$ cat src/daq_pkg.sv
// Types and constants shared by the deque-with-cursor block.
package daq_pkg;

  // Widths of the external fields.
  localparam int unsigned OP_W    = 3;
  localparam int unsigned VAL_W   = 32;
  localparam int unsigned STAT_W  = 2;
  localparam int unsigned OUT_CNT_W = 5;

  // Operation codes carried by an input beat.
  typedef enum logic [OP_W-1:0] {
    OP_QUERY      = 3'd0,
    OP_PUSH_LEFT  = 3'd1,
    OP_PUSH_RIGHT = 3'd2,
    OP_POP_LEFT   = 3'd3,
    OP_POP_RIGHT  = 3'd4,
    OP_CUR_LEFT   = 3'd5,
    OP_CUR_RIGHT  = 3'd6,
    OP_SET_CUR    = 3'd7
  } op_e;

  // Status codes carried by a result beat.
  typedef enum logic [STAT_W-1:0] {
    ST_DONE   = 2'd0,
    ST_EMPTY  = 2'd1,
    ST_FULL   = 2'd2,
    ST_AT_END = 2'd3
  } status_e;

  // Sequencer states of the top level.
  typedef enum logic [1:0] {
    S_IDLE = 2'd0,
    S_LOAD = 2'd1,
    S_SCAN = 2'd2,
    S_EMIT = 2'd3
  } state_e;

  // Input beat.
  typedef struct packed {
    logic [OP_W-1:0]         operation;
    logic signed [VAL_W-1:0] item_value;
  } in_t;

  // Result beat.
  typedef struct packed {
    logic signed [VAL_W-1:0] popped_value;
    logic [STAT_W-1:0]       status;
    logic signed [VAL_W-1:0] left_value;
    logic signed [VAL_W-1:0] right_value;
    logic signed [VAL_W-1:0] cursor_value;
    logic [OUT_CNT_W-1:0]    item_count;
    logic                    is_empty;
  } out_t;

  // Controls broadcast to every cell of the chain.
  typedef struct packed {
    logic shift_right;  // data moves one cell away from the left end
    logic shift_left;   // data moves one cell toward the left end
    logic load_tap;     // copy data into the read tap
    logic shift_tap;    // read taps move one cell toward the left end
  } cell_ctrl_t;

endpackage

$ cat src/daq_cell.sv
// One storage cell of the deque chain: an item register and a read tap.
module daq_cell #(
  parameter int unsigned DATA_WIDTH = 32
) (
  input  logic                  clk_i,
  input  daq_pkg::cell_ctrl_t   ctrl_i,
  input  logic                  wr_en_i,
  input  logic [DATA_WIDTH-1:0] wr_data_i,
  input  logic [DATA_WIDTH-1:0] left_data_i,
  input  logic [DATA_WIDTH-1:0] right_data_i,
  input  logic [DATA_WIDTH-1:0] right_tap_i,
  output logic [DATA_WIDTH-1:0] data_o,
  output logic [DATA_WIDTH-1:0] tap_o
);

  logic [DATA_WIDTH-1:0] data_q, data_d;
  logic [DATA_WIDTH-1:0] tap_q, tap_d;

  // A direct write wins over a shift; otherwise take a neighbor or hold.
  always_comb begin
    if (wr_en_i) begin
      data_d = wr_data_i;
    end else if (ctrl_i.shift_right) begin
      data_d = left_data_i;
    end else if (ctrl_i.shift_left) begin
      data_d = right_data_i;
    end else begin
      data_d = data_q;
    end
  end

  // The tap copies the item, then walks toward the left end one cell a cycle.
  always_comb begin
    if (ctrl_i.load_tap) begin
      tap_d = data_q;
    end else if (ctrl_i.shift_tap) begin
      tap_d = right_tap_i;
    end else begin
      tap_d = tap_q;
    end
  end

  // Payload registers need no reset.
  always_ff @(posedge clk_i) begin
    data_q <= data_d;
    tap_q  <= tap_d;
  end

  assign data_o = data_q;
  assign tap_o  = tap_q;

endmodule

$ cat src/deque_with_cursor.sv
// Top level of the bounded deque with a cursor, built as a chain of cells.
//
// Usage: an input beat (in_valid_i / in_ready_o, payload in_data_i) names one
// operation: query, push or pop at either end, move the cursor, or overwrite
// the item under the cursor. Every input beat yields exactly one result beat
// (out_valid_o / out_ready_i, payload out_data_o) with the popped value, a
// status, both end values, the cursor value and the item count.
// Items sit in cell order, leftmost in cell 0. The operation itself is done
// in the cycle the beat is accepted; the end and cursor values are then read
// out by a tap chain that walks one cell per cycle toward cell 0.
// Sequence: after acceptance the block loads the taps (S_LOAD), scans the items
// left after the step through cell 0's tap (S_SCAN), then writes the result
// register (S_EMIT); the next beat is taken only once the result is written.
// in_ready_o is high only while the block waits for a new operation; a result
// waiting in the output register does not hold off the next beat, only its
// own result. When the receiver stalls, the result is held unchanged.
// Reset empties the deque and parks the cursor; no clearing pass is needed.
module deque_with_cursor #(
  parameter int unsigned CAPACITY   = 16,
  parameter int unsigned DATA_WIDTH = 32
) (
  input  logic          clk_i,
  input  logic          rst_ni,
  input  logic          in_valid_i,
  output logic          in_ready_o,
  input  daq_pkg::in_t  in_data_i,
  output logic          out_valid_o,
  input  logic          out_ready_i,
  output daq_pkg::out_t out_data_o
);

  localparam int unsigned IDX_W = $clog2(CAPACITY);
  localparam int unsigned CNT_W = $clog2(CAPACITY + 1);
  localparam int unsigned EXT_W = (DATA_WIDTH > daq_pkg::VAL_W) ? DATA_WIDTH
                                                                : daq_pkg::VAL_W;

  // Sequencer and pointer state.
  daq_pkg::state_e  state_q, state_d;
  logic [CNT_W-1:0] cnt_q, cnt_d;
  logic [IDX_W-1:0] cur_q, cur_d;
  logic [IDX_W-1:0] scan_q, scan_d;
  logic             out_valid_q, out_valid_d;

  // Per-step payload state.
  daq_pkg::status_e      status_q, status_d;
  logic [DATA_WIDTH-1:0] popped_q, popped_d;
  logic [DATA_WIDTH-1:0] left_q, left_d;
  logic [DATA_WIDTH-1:0] right_q, right_d;
  logic [DATA_WIDTH-1:0] cur_val_q, cur_val_d;
  daq_pkg::out_t         out_q, out_d;

  // Chain wiring.
  daq_pkg::cell_ctrl_t   ctrl;
  logic [DATA_WIDTH-1:0] cell_data [CAPACITY];
  logic [DATA_WIDTH-1:0] cell_tap  [CAPACITY];
  logic [CAPACITY-1:0]   wr_en;
  logic [DATA_WIDTH-1:0] wr_data;
  logic                  do_push_left, do_push_right, do_set;

  // Helpers on the current pointers.
  logic             accept;
  logic             is_empty, is_full, cur_at_right, scan_last;
  logic [CNT_W-1:0] last_idx;
  logic [EXT_W-1:0] popped_ext, left_ext, right_ext, cur_ext;
  daq_pkg::op_e     op;

  assign accept       = in_valid_i && in_ready_o;
  assign op           = daq_pkg::op_e'(in_data_i.operation);
  assign is_empty     = (cnt_q == '0);
  assign is_full      = (cnt_q == CNT_W'(CAPACITY));
  assign last_idx     = cnt_q - CNT_W'(1);
  assign cur_at_right = (CNT_W'(cur_q) == last_idx);
  assign scan_last    = is_empty || (CNT_W'(scan_q) == last_idx);
  assign wr_data      = DATA_WIDTH'(in_data_i.item_value);

  // Write enables: left push lands in cell 0, right push just past the end,
  // a cursor write lands under the cursor.
  for (genvar k = 0; k < CAPACITY; k++) begin : g_wr
    assign wr_en[k] = (do_push_left && (k == 0)) ||
                      (do_push_right && (cnt_q == CNT_W'(k))) ||
                      (do_set && (cur_q == IDX_W'(k)));
  end

  // The row of cells; the ends see zero from outside the chain.
  for (genvar k = 0; k < CAPACITY; k++) begin : g_cell
    logic [DATA_WIDTH-1:0] left_nb, right_nb, right_tap;
    if (k == 0) begin : g_first
      assign left_nb = '0;
    end else begin : g_inner_l
      assign left_nb = cell_data[k-1];
    end
    if (k == CAPACITY - 1) begin : g_last
      assign right_nb  = '0;
      assign right_tap = '0;
    end else begin : g_inner_r
      assign right_nb  = cell_data[k+1];
      assign right_tap = cell_tap[k+1];
    end
    daq_cell #(
      .DATA_WIDTH(DATA_WIDTH)
    ) u_cell (
      .clk_i       (clk_i),
      .ctrl_i      (ctrl),
      .wr_en_i     (wr_en[k]),
      .wr_data_i   (wr_data),
      .left_data_i (left_nb),
      .right_data_i(right_nb),
      .right_tap_i (right_tap),
      .data_o      (cell_data[k]),
      .tap_o       (cell_tap[k])
    );
  end

  // Widen or trim stored items to the result field width.
  assign popped_ext = EXT_W'(popped_q);
  assign left_ext   = EXT_W'(left_q);
  assign right_ext  = EXT_W'(right_q);
  assign cur_ext    = EXT_W'(cur_val_q);

  assign in_ready_o = (state_q == daq_pkg::S_IDLE);

  // Next state, operation decode and result capture.
  always_comb begin
    state_d       = state_q;
    cnt_d         = cnt_q;
    cur_d         = cur_q;
    scan_d        = scan_q;
    status_d      = status_q;
    popped_d      = popped_q;
    left_d        = left_q;
    right_d       = right_q;
    cur_val_d     = cur_val_q;
    out_d         = out_q;
    out_valid_d   = out_valid_q && !out_ready_i;
    ctrl          = '0;
    do_push_left  = 1'b0;
    do_push_right = 1'b0;
    do_set        = 1'b0;

    case (state_q)
      daq_pkg::S_IDLE: begin
        if (accept) begin
          status_d = daq_pkg::ST_DONE;
          popped_d = '0;
          state_d  = daq_pkg::S_LOAD;
          case (op)
            daq_pkg::OP_PUSH_LEFT: begin
              if (is_full) begin
                status_d = daq_pkg::ST_FULL;
              end else begin
                do_push_left     = 1'b1;
                ctrl.shift_right = 1'b1;
                cur_d            = is_empty ? '0 : cur_q + IDX_W'(1);
                cnt_d            = cnt_q + CNT_W'(1);
              end
            end
            daq_pkg::OP_PUSH_RIGHT: begin
              if (is_full) begin
                status_d = daq_pkg::ST_FULL;
              end else begin
                do_push_right = 1'b1;
                cur_d         = is_empty ? '0 : cur_q;
                cnt_d         = cnt_q + CNT_W'(1);
              end
            end
            daq_pkg::OP_POP_LEFT: begin
              if (is_empty) begin
                status_d = daq_pkg::ST_EMPTY;
              end else begin
                popped_d        = left_q;
                ctrl.shift_left = 1'b1;
                cur_d           = (cur_q == '0) ? '0 : cur_q - IDX_W'(1);
                cnt_d           = cnt_q - CNT_W'(1);
              end
            end
            daq_pkg::OP_POP_RIGHT: begin
              if (is_empty) begin
                status_d = daq_pkg::ST_EMPTY;
              end else begin
                popped_d = right_q;
                cnt_d    = cnt_q - CNT_W'(1);
                // A popped cursor steps inward; with the last item gone it parks.
                if (cnt_q == CNT_W'(1)) begin
                  cur_d = '0;
                end else if (cur_at_right) begin
                  cur_d = cur_q - IDX_W'(1);
                end
              end
            end
            daq_pkg::OP_CUR_LEFT: begin
              if (is_empty) begin
                status_d = daq_pkg::ST_EMPTY;
              end else if ((cnt_q == CNT_W'(1)) || (cur_q == '0)) begin
                status_d = daq_pkg::ST_AT_END;
              end else begin
                cur_d = cur_q - IDX_W'(1);
              end
            end
            daq_pkg::OP_CUR_RIGHT: begin
              if (is_empty) begin
                status_d = daq_pkg::ST_EMPTY;
              end else if ((cnt_q == CNT_W'(1)) || cur_at_right) begin
                status_d = daq_pkg::ST_AT_END;
              end else begin
                cur_d = cur_q + IDX_W'(1);
              end
            end
            daq_pkg::OP_SET_CUR: begin
              if (is_empty) begin
                status_d = daq_pkg::ST_EMPTY;
              end else begin
                do_set = 1'b1;
              end
            end
            default: begin
              // Query changes nothing.
            end
          endcase
        end
      end

      daq_pkg::S_LOAD: begin
        ctrl.load_tap = 1'b1;
        scan_d        = '0;
        state_d       = daq_pkg::S_SCAN;
      end

      daq_pkg::S_SCAN: begin
        // Cell 0's tap shows the item at position scan_q.
        if (scan_q == '0) begin
          left_d = cell_tap[0];
        end
        if (scan_q == cur_q) begin
          cur_val_d = cell_tap[0];
        end
        if (CNT_W'(scan_q) == last_idx) begin
          right_d = cell_tap[0];
        end
        if (scan_last) begin
          state_d = daq_pkg::S_EMIT;
        end else begin
          ctrl.shift_tap = 1'b1;
          scan_d         = scan_q + IDX_W'(1);
        end
      end

      daq_pkg::S_EMIT: begin
        if (!out_valid_q || out_ready_i) begin
          out_valid_d        = 1'b1;
          out_d.popped_value = popped_ext[daq_pkg::VAL_W-1:0];
          out_d.status       = status_q;
          out_d.left_value   = is_empty ? '0 : left_ext[daq_pkg::VAL_W-1:0];
          out_d.right_value  = is_empty ? '0 : right_ext[daq_pkg::VAL_W-1:0];
          out_d.cursor_value = is_empty ? '0 : cur_ext[daq_pkg::VAL_W-1:0];
          out_d.item_count   = daq_pkg::OUT_CNT_W'(cnt_q);
          out_d.is_empty     = is_empty;
          state_d            = daq_pkg::S_IDLE;
        end
      end

      default: begin
        state_d = daq_pkg::S_IDLE;
      end
    endcase
  end

  // Control registers.
  always_ff @(posedge clk_i or negedge rst_ni) begin
    if (!rst_ni) begin
      state_q     <= daq_pkg::S_IDLE;
      cnt_q       <= '0;
      cur_q       <= '0;
      scan_q      <= '0;
      out_valid_q <= 1'b0;
    end else begin
      state_q     <= state_d;
      cnt_q       <= cnt_d;
      cur_q       <= cur_d;
      scan_q      <= scan_d;
      out_valid_q <= out_valid_d;
    end
  end

  // Payload registers.
  always_ff @(posedge clk_i) begin
    status_q  <= status_d;
    popped_q  <= popped_d;
    left_q    <= left_d;
    right_q   <= right_d;
    cur_val_q <= cur_val_d;
    out_q     <= out_d;
  end

  assign out_valid_o = out_valid_q;
  assign out_data_o  = out_q;

endmodule

$ cat config.mk
export PLATFORM = sky130hd
export DESIGN_NAME = deque_with_cursor
export DESIGN_NICKNAME = d
export VERILOG_FILES = /design/src/daq_pkg.sv /design/src/daq_cell.sv /design/src/deque_with_cursor.sv
export SDC_FILE = /design/constraint.sdc
export NUM_CORES = 2
export LEC_CHECK = 0
export ABC_AREA = 1
export BUFFER_PORTS_ARGS = -buffer_cell sky130_fd_sc_hd__buf_2
export CORE_ASPECT_RATIO = 0.8
export CORE_MARGIN = 4
export CORE_UTILIZATION = 43
export CTS_CLUSTER_SIZE = 20
export DETAILED_ROUTE_END_ITERATION = 12
export PLACE_DENSITY = 0.63
export SETUP_SLACK_MARGIN = 0.05
export SYNTH_ARGS = -nofsm -noshare
export SYNTH_HDL_FRONTEND = slang
export SYNTH_HIERARCHICAL = 1
export SYNTH_SLANG_ARGS = --single-unit
export TNS_END_PERCENT = 50
$ cat constraint.sdc
create_clock -name clk_i -period 19.1 [get_ports clk_i]
set_input_delay 3.82 -clock clk_i [delete_from_list [all_inputs] [get_ports clk_i]]
set_output_delay 3.82 -clock clk_i [all_outputs]
set_load 0.005 [all_outputs]
==> metrics.md <==
| Metric | Value |
|---|---|
| Die height | `354.6 um` |
| Startpoint types | `input port` |
| Detail Route Antenna Nets | `0` |
| CP Class | `input port to flip-flop` |
| Yosys warns | `6` |
| Total track usage | `0.2366` |
| Final TNS setup | `0 ps` |
| Period minus WS final | `7687 ps` |
| CP delay by family, top | `buffers and inverters` |
| Ys flop type | `edfxtp_1` |
| Ant diodes | `0` |
| Routed length per instance | `19.66 um` |
| CTS buffer count | `137` |
| Max-slew violation count | `0` |
| DRC viols | `0` |
| F_max | `130.1 MHz` |
| Req. time, crit path | `19490 ps` |
| Crit end category | `flip-flop` |
| Status | `complete, no violations` |
| Cell area after synthesis | `0.06459 sq mm` |
| Final Hold Viols | `0` |
| Crit path buf inv count | `6` |
| Unrepaired setup endpoints after global routing | `false` |
| Seq/Total Area, Yosys | `0.6060` |
| Hold crit path type | `flip-flop to flip-flop` |
| EDFF count, synth | `1290` |
| Slowest stage delay, CP | `780 ps` |
| Starting Density | `0.4354` |
| Die area | `0.1565 sq mm` |
| Worst-margin pin slew | `1136 ps` |
| Inst Count DP | `9343` |
| Post-cts sizing count | `0` |
| Seq cells post-synth | `1306` |
| Most frequent cells in the layout | `nand2_1 (3689), edfxtp_1 (1290), inv_1 (1149)` |
| Clk_lat worst skew | `790 ps` |
| Clock Tree Buf Depth | `3` |
| Layout cell share with drive strength beyond 1 | `0.07102` |
| Netlist cell types | `38` |
| Row Count | `126` |
| Max IR drop VDD | `0.09266 mV` |
| Via density | `5.117` |
| DR vias | `49060` |
| I/O Buffers | `176` |
| Placer Congestion | `0.9001` |
| 1st-iter DRT viols | `5956` |
| Max_cap viols | `0` |
| I/O pins | `177` |
| Initial antenna violation count | `6` |
| Area post-placement | `0.06637 sq mm` |
| Slowest cell on crit path | `buf_4` |
| Clock skew | `34.82 ps` |
| Crit path DAT | `8080 ps` |
| Syn_area_per_cell | `8.736 sq um` |
| FFs w/ async S/R, synth | `0.01225` |
| Syn Inst Count | `7393` |
| Finished Layout Cells | `9587` |
| Final Net Count | `7553` |
| CTS sink cnt | `1306` |
| Layout area overhead | `9.491%` |
| CTS Root Cell | `clkbuf_16` |
| CP Max Fanout | `136` |
| Fillers | `14110` |
| DR pass1 iterations | `6` |
| H-tree depth | `4` |
| Leakage dissipation | `0.03339 uW` |
| Hold Buf Count CTS | `0` |
| CTS tree | `built` |
| PD cells | `143.4 mW/mm^2` |
| Crit path cell chain | `buf_2, inv_1, nor2_1, nand2_1, nor2_4, buf_12, buf_4, buf_12, buf_4, nor2_1, nand2_2` |
| Die W | `441.3 um` |
| Most common cell after layout, fill and taps aside | `nand2_1` |
| First-pass GRT wire length | `286.8 mm` |
| Global route overflow | `0` |
| Core area | `0.1484 sq mm` |
| Final WL | `188.5 mm` |
| Max-slew headroom | `0.2424` |
| Largest net degree at the start of global routing | `146` |
| CTS clk-pin slew, worst paths | `60 ps` |
| Vias in the first global route | `46700` |
| Final cycle utilization of the critical path | `0.4025` |
| Setup-failing EPs final | `0` |
| Post-CTS setup buffers | `0` |
| Post-route cell area | `0.07072 sq mm` |
| Total power | `10140 uW` |
| DP Wirelength | `123.8 mm` |
[layout make-up]
type | count | area [sq um] | share of cell area
multi-input combinational | 4616 | 18860 | 0.2666
clock buffer | 166 | 3558 | 0.05032
sequential | 1306 | 39140 | 0.5535
tap | 1984 | 2482 | 0.03510
timing repair buffer | 229 | 1316 | 0.01861
clock inverter | 78 | 785.8 | 0.01111
inverter | 1208 | 4579 | 0.06476
[final timing paths]
kind / slack [ps] / cells past startpoint / endpoint / startpoint
max in group asynchronous: 15840 / 1 / scan_q[0]$_DFFE_PN0P_ / rst_ni
worst min-delay path: 410 / 0 / out_data_o[133]$_DFFE_PP_ / popped_ext[29]$_DFFE_PP_
worst min register to register: 410 / 0 / out_data_o[133]$_DFFE_PP_ / popped_ext[29]$_DFFE_PP_
worst max register to register: 13610 / 13 / g_cell[9].u_cell/data_o[19]$_DFFE_PP_ / cnt_q[0]$_DFFE_PN0P_
min in group asynchronous: 2950 / 1 / cur_q[1]$_DFFE_PN0P_ / rst_ni
worst max-delay path: 11410 / 11 / g_cell[9].u_cell/data_o[19]$_DFFE_PP_ / in_data_i[32]
[metal layers]
| layer | global-route usage | up-vias | part of all wire |
|---|---|---|---|
| li1 | - | 22940 | - |
| met1 | 0.3556 | 23520 | 0.44 |
| met2 | 0.3525 | 2355 | 0.43 |
| met3 | 0.04591 | 240 | 0.10 |
| met4 | 0.05673 | 4 | 0.019 |
| met5 | 0 | - | 0.00014 |
[metrics by stage]
| step | worst slack [ps] | util | hold WS [ps] |
|---|---|---|---|
| floorplan | 8024 | - | 400.3 |
| global placement | 10650 | 0.4474 | 403.5 |
| detailed placement | 10630 | 0.4474 | 404.5 |
| CTS | 11480 | 0.4767 | 417.0 |
| global route | 11160 | 0.4767 | 423.6 |
| finish | 11410 | 0.4767 | 414.8 |
[flip-flops by register name, summed over array words and instances (netlist names)]
signal / cells
cur_ext: 32
right_ext: 32
popped_ext: 32
left_ext: 32
status_q: 2
out_valid_o: 1
g_cell.u_cell/data_o: 512
cur_q: 4
state_q: 2
cnt_q: 5
g_cell.u_cell/tap_o: 512
out_data_o: 136
scan_q: 4
[power by group]
group	switching, uW	internal, uW	total [uW]	leakage (uW)
registers	353	4560	4910	0.0123
logic	2000	590	2590	0.0190
clock network	1180	1450	2630	0.00211
total	3530	6600	10100	0.0334
[cells by family after synthesis]
family	synth area share
xor gates and xnor gates	0.001221
buffers and inverters	0.1113
and+or+nand+nor	0.2704
adders and majority gates	0.003100
other	0.00005806
AOI/OAI and AO/OA	0.007923
DFF	0.6060
[Yosys cell counts (3+ instances only)]
cell,n,share of area
nor2_4,3,0.00052
a21oi_1,5,0.00039
buf_6,65,0.011
ha_1,16,0.0031
buf_4,167,0.019
nor2_1,133,0.0077
inv_1,1149,0.067
a22o_1,32,0.0043
o22ai_1,10,0.00097
o32ai_1,4,0.00054
dfrtp_1,16,0.0062
nand3_1,545,0.042
buf_2,119,0.0092
nand4_1,7,0.00068
nand2_1,3697,0.21
inv_2,39,0.0023
edfxtp_1,1290,0.60
inv_4,18,0.0017
o21ai_1,3,0.00023
or2_2,19,0.0018
nand2_2,7,0.00068
clkbuf_1,7,0.00041
xor2_1,8,0.0011
nor2_2,3,0.00029
nor3_1,4,0.00031
o21ai_0,11,0.00085
(Power assumes the default switching activity.)
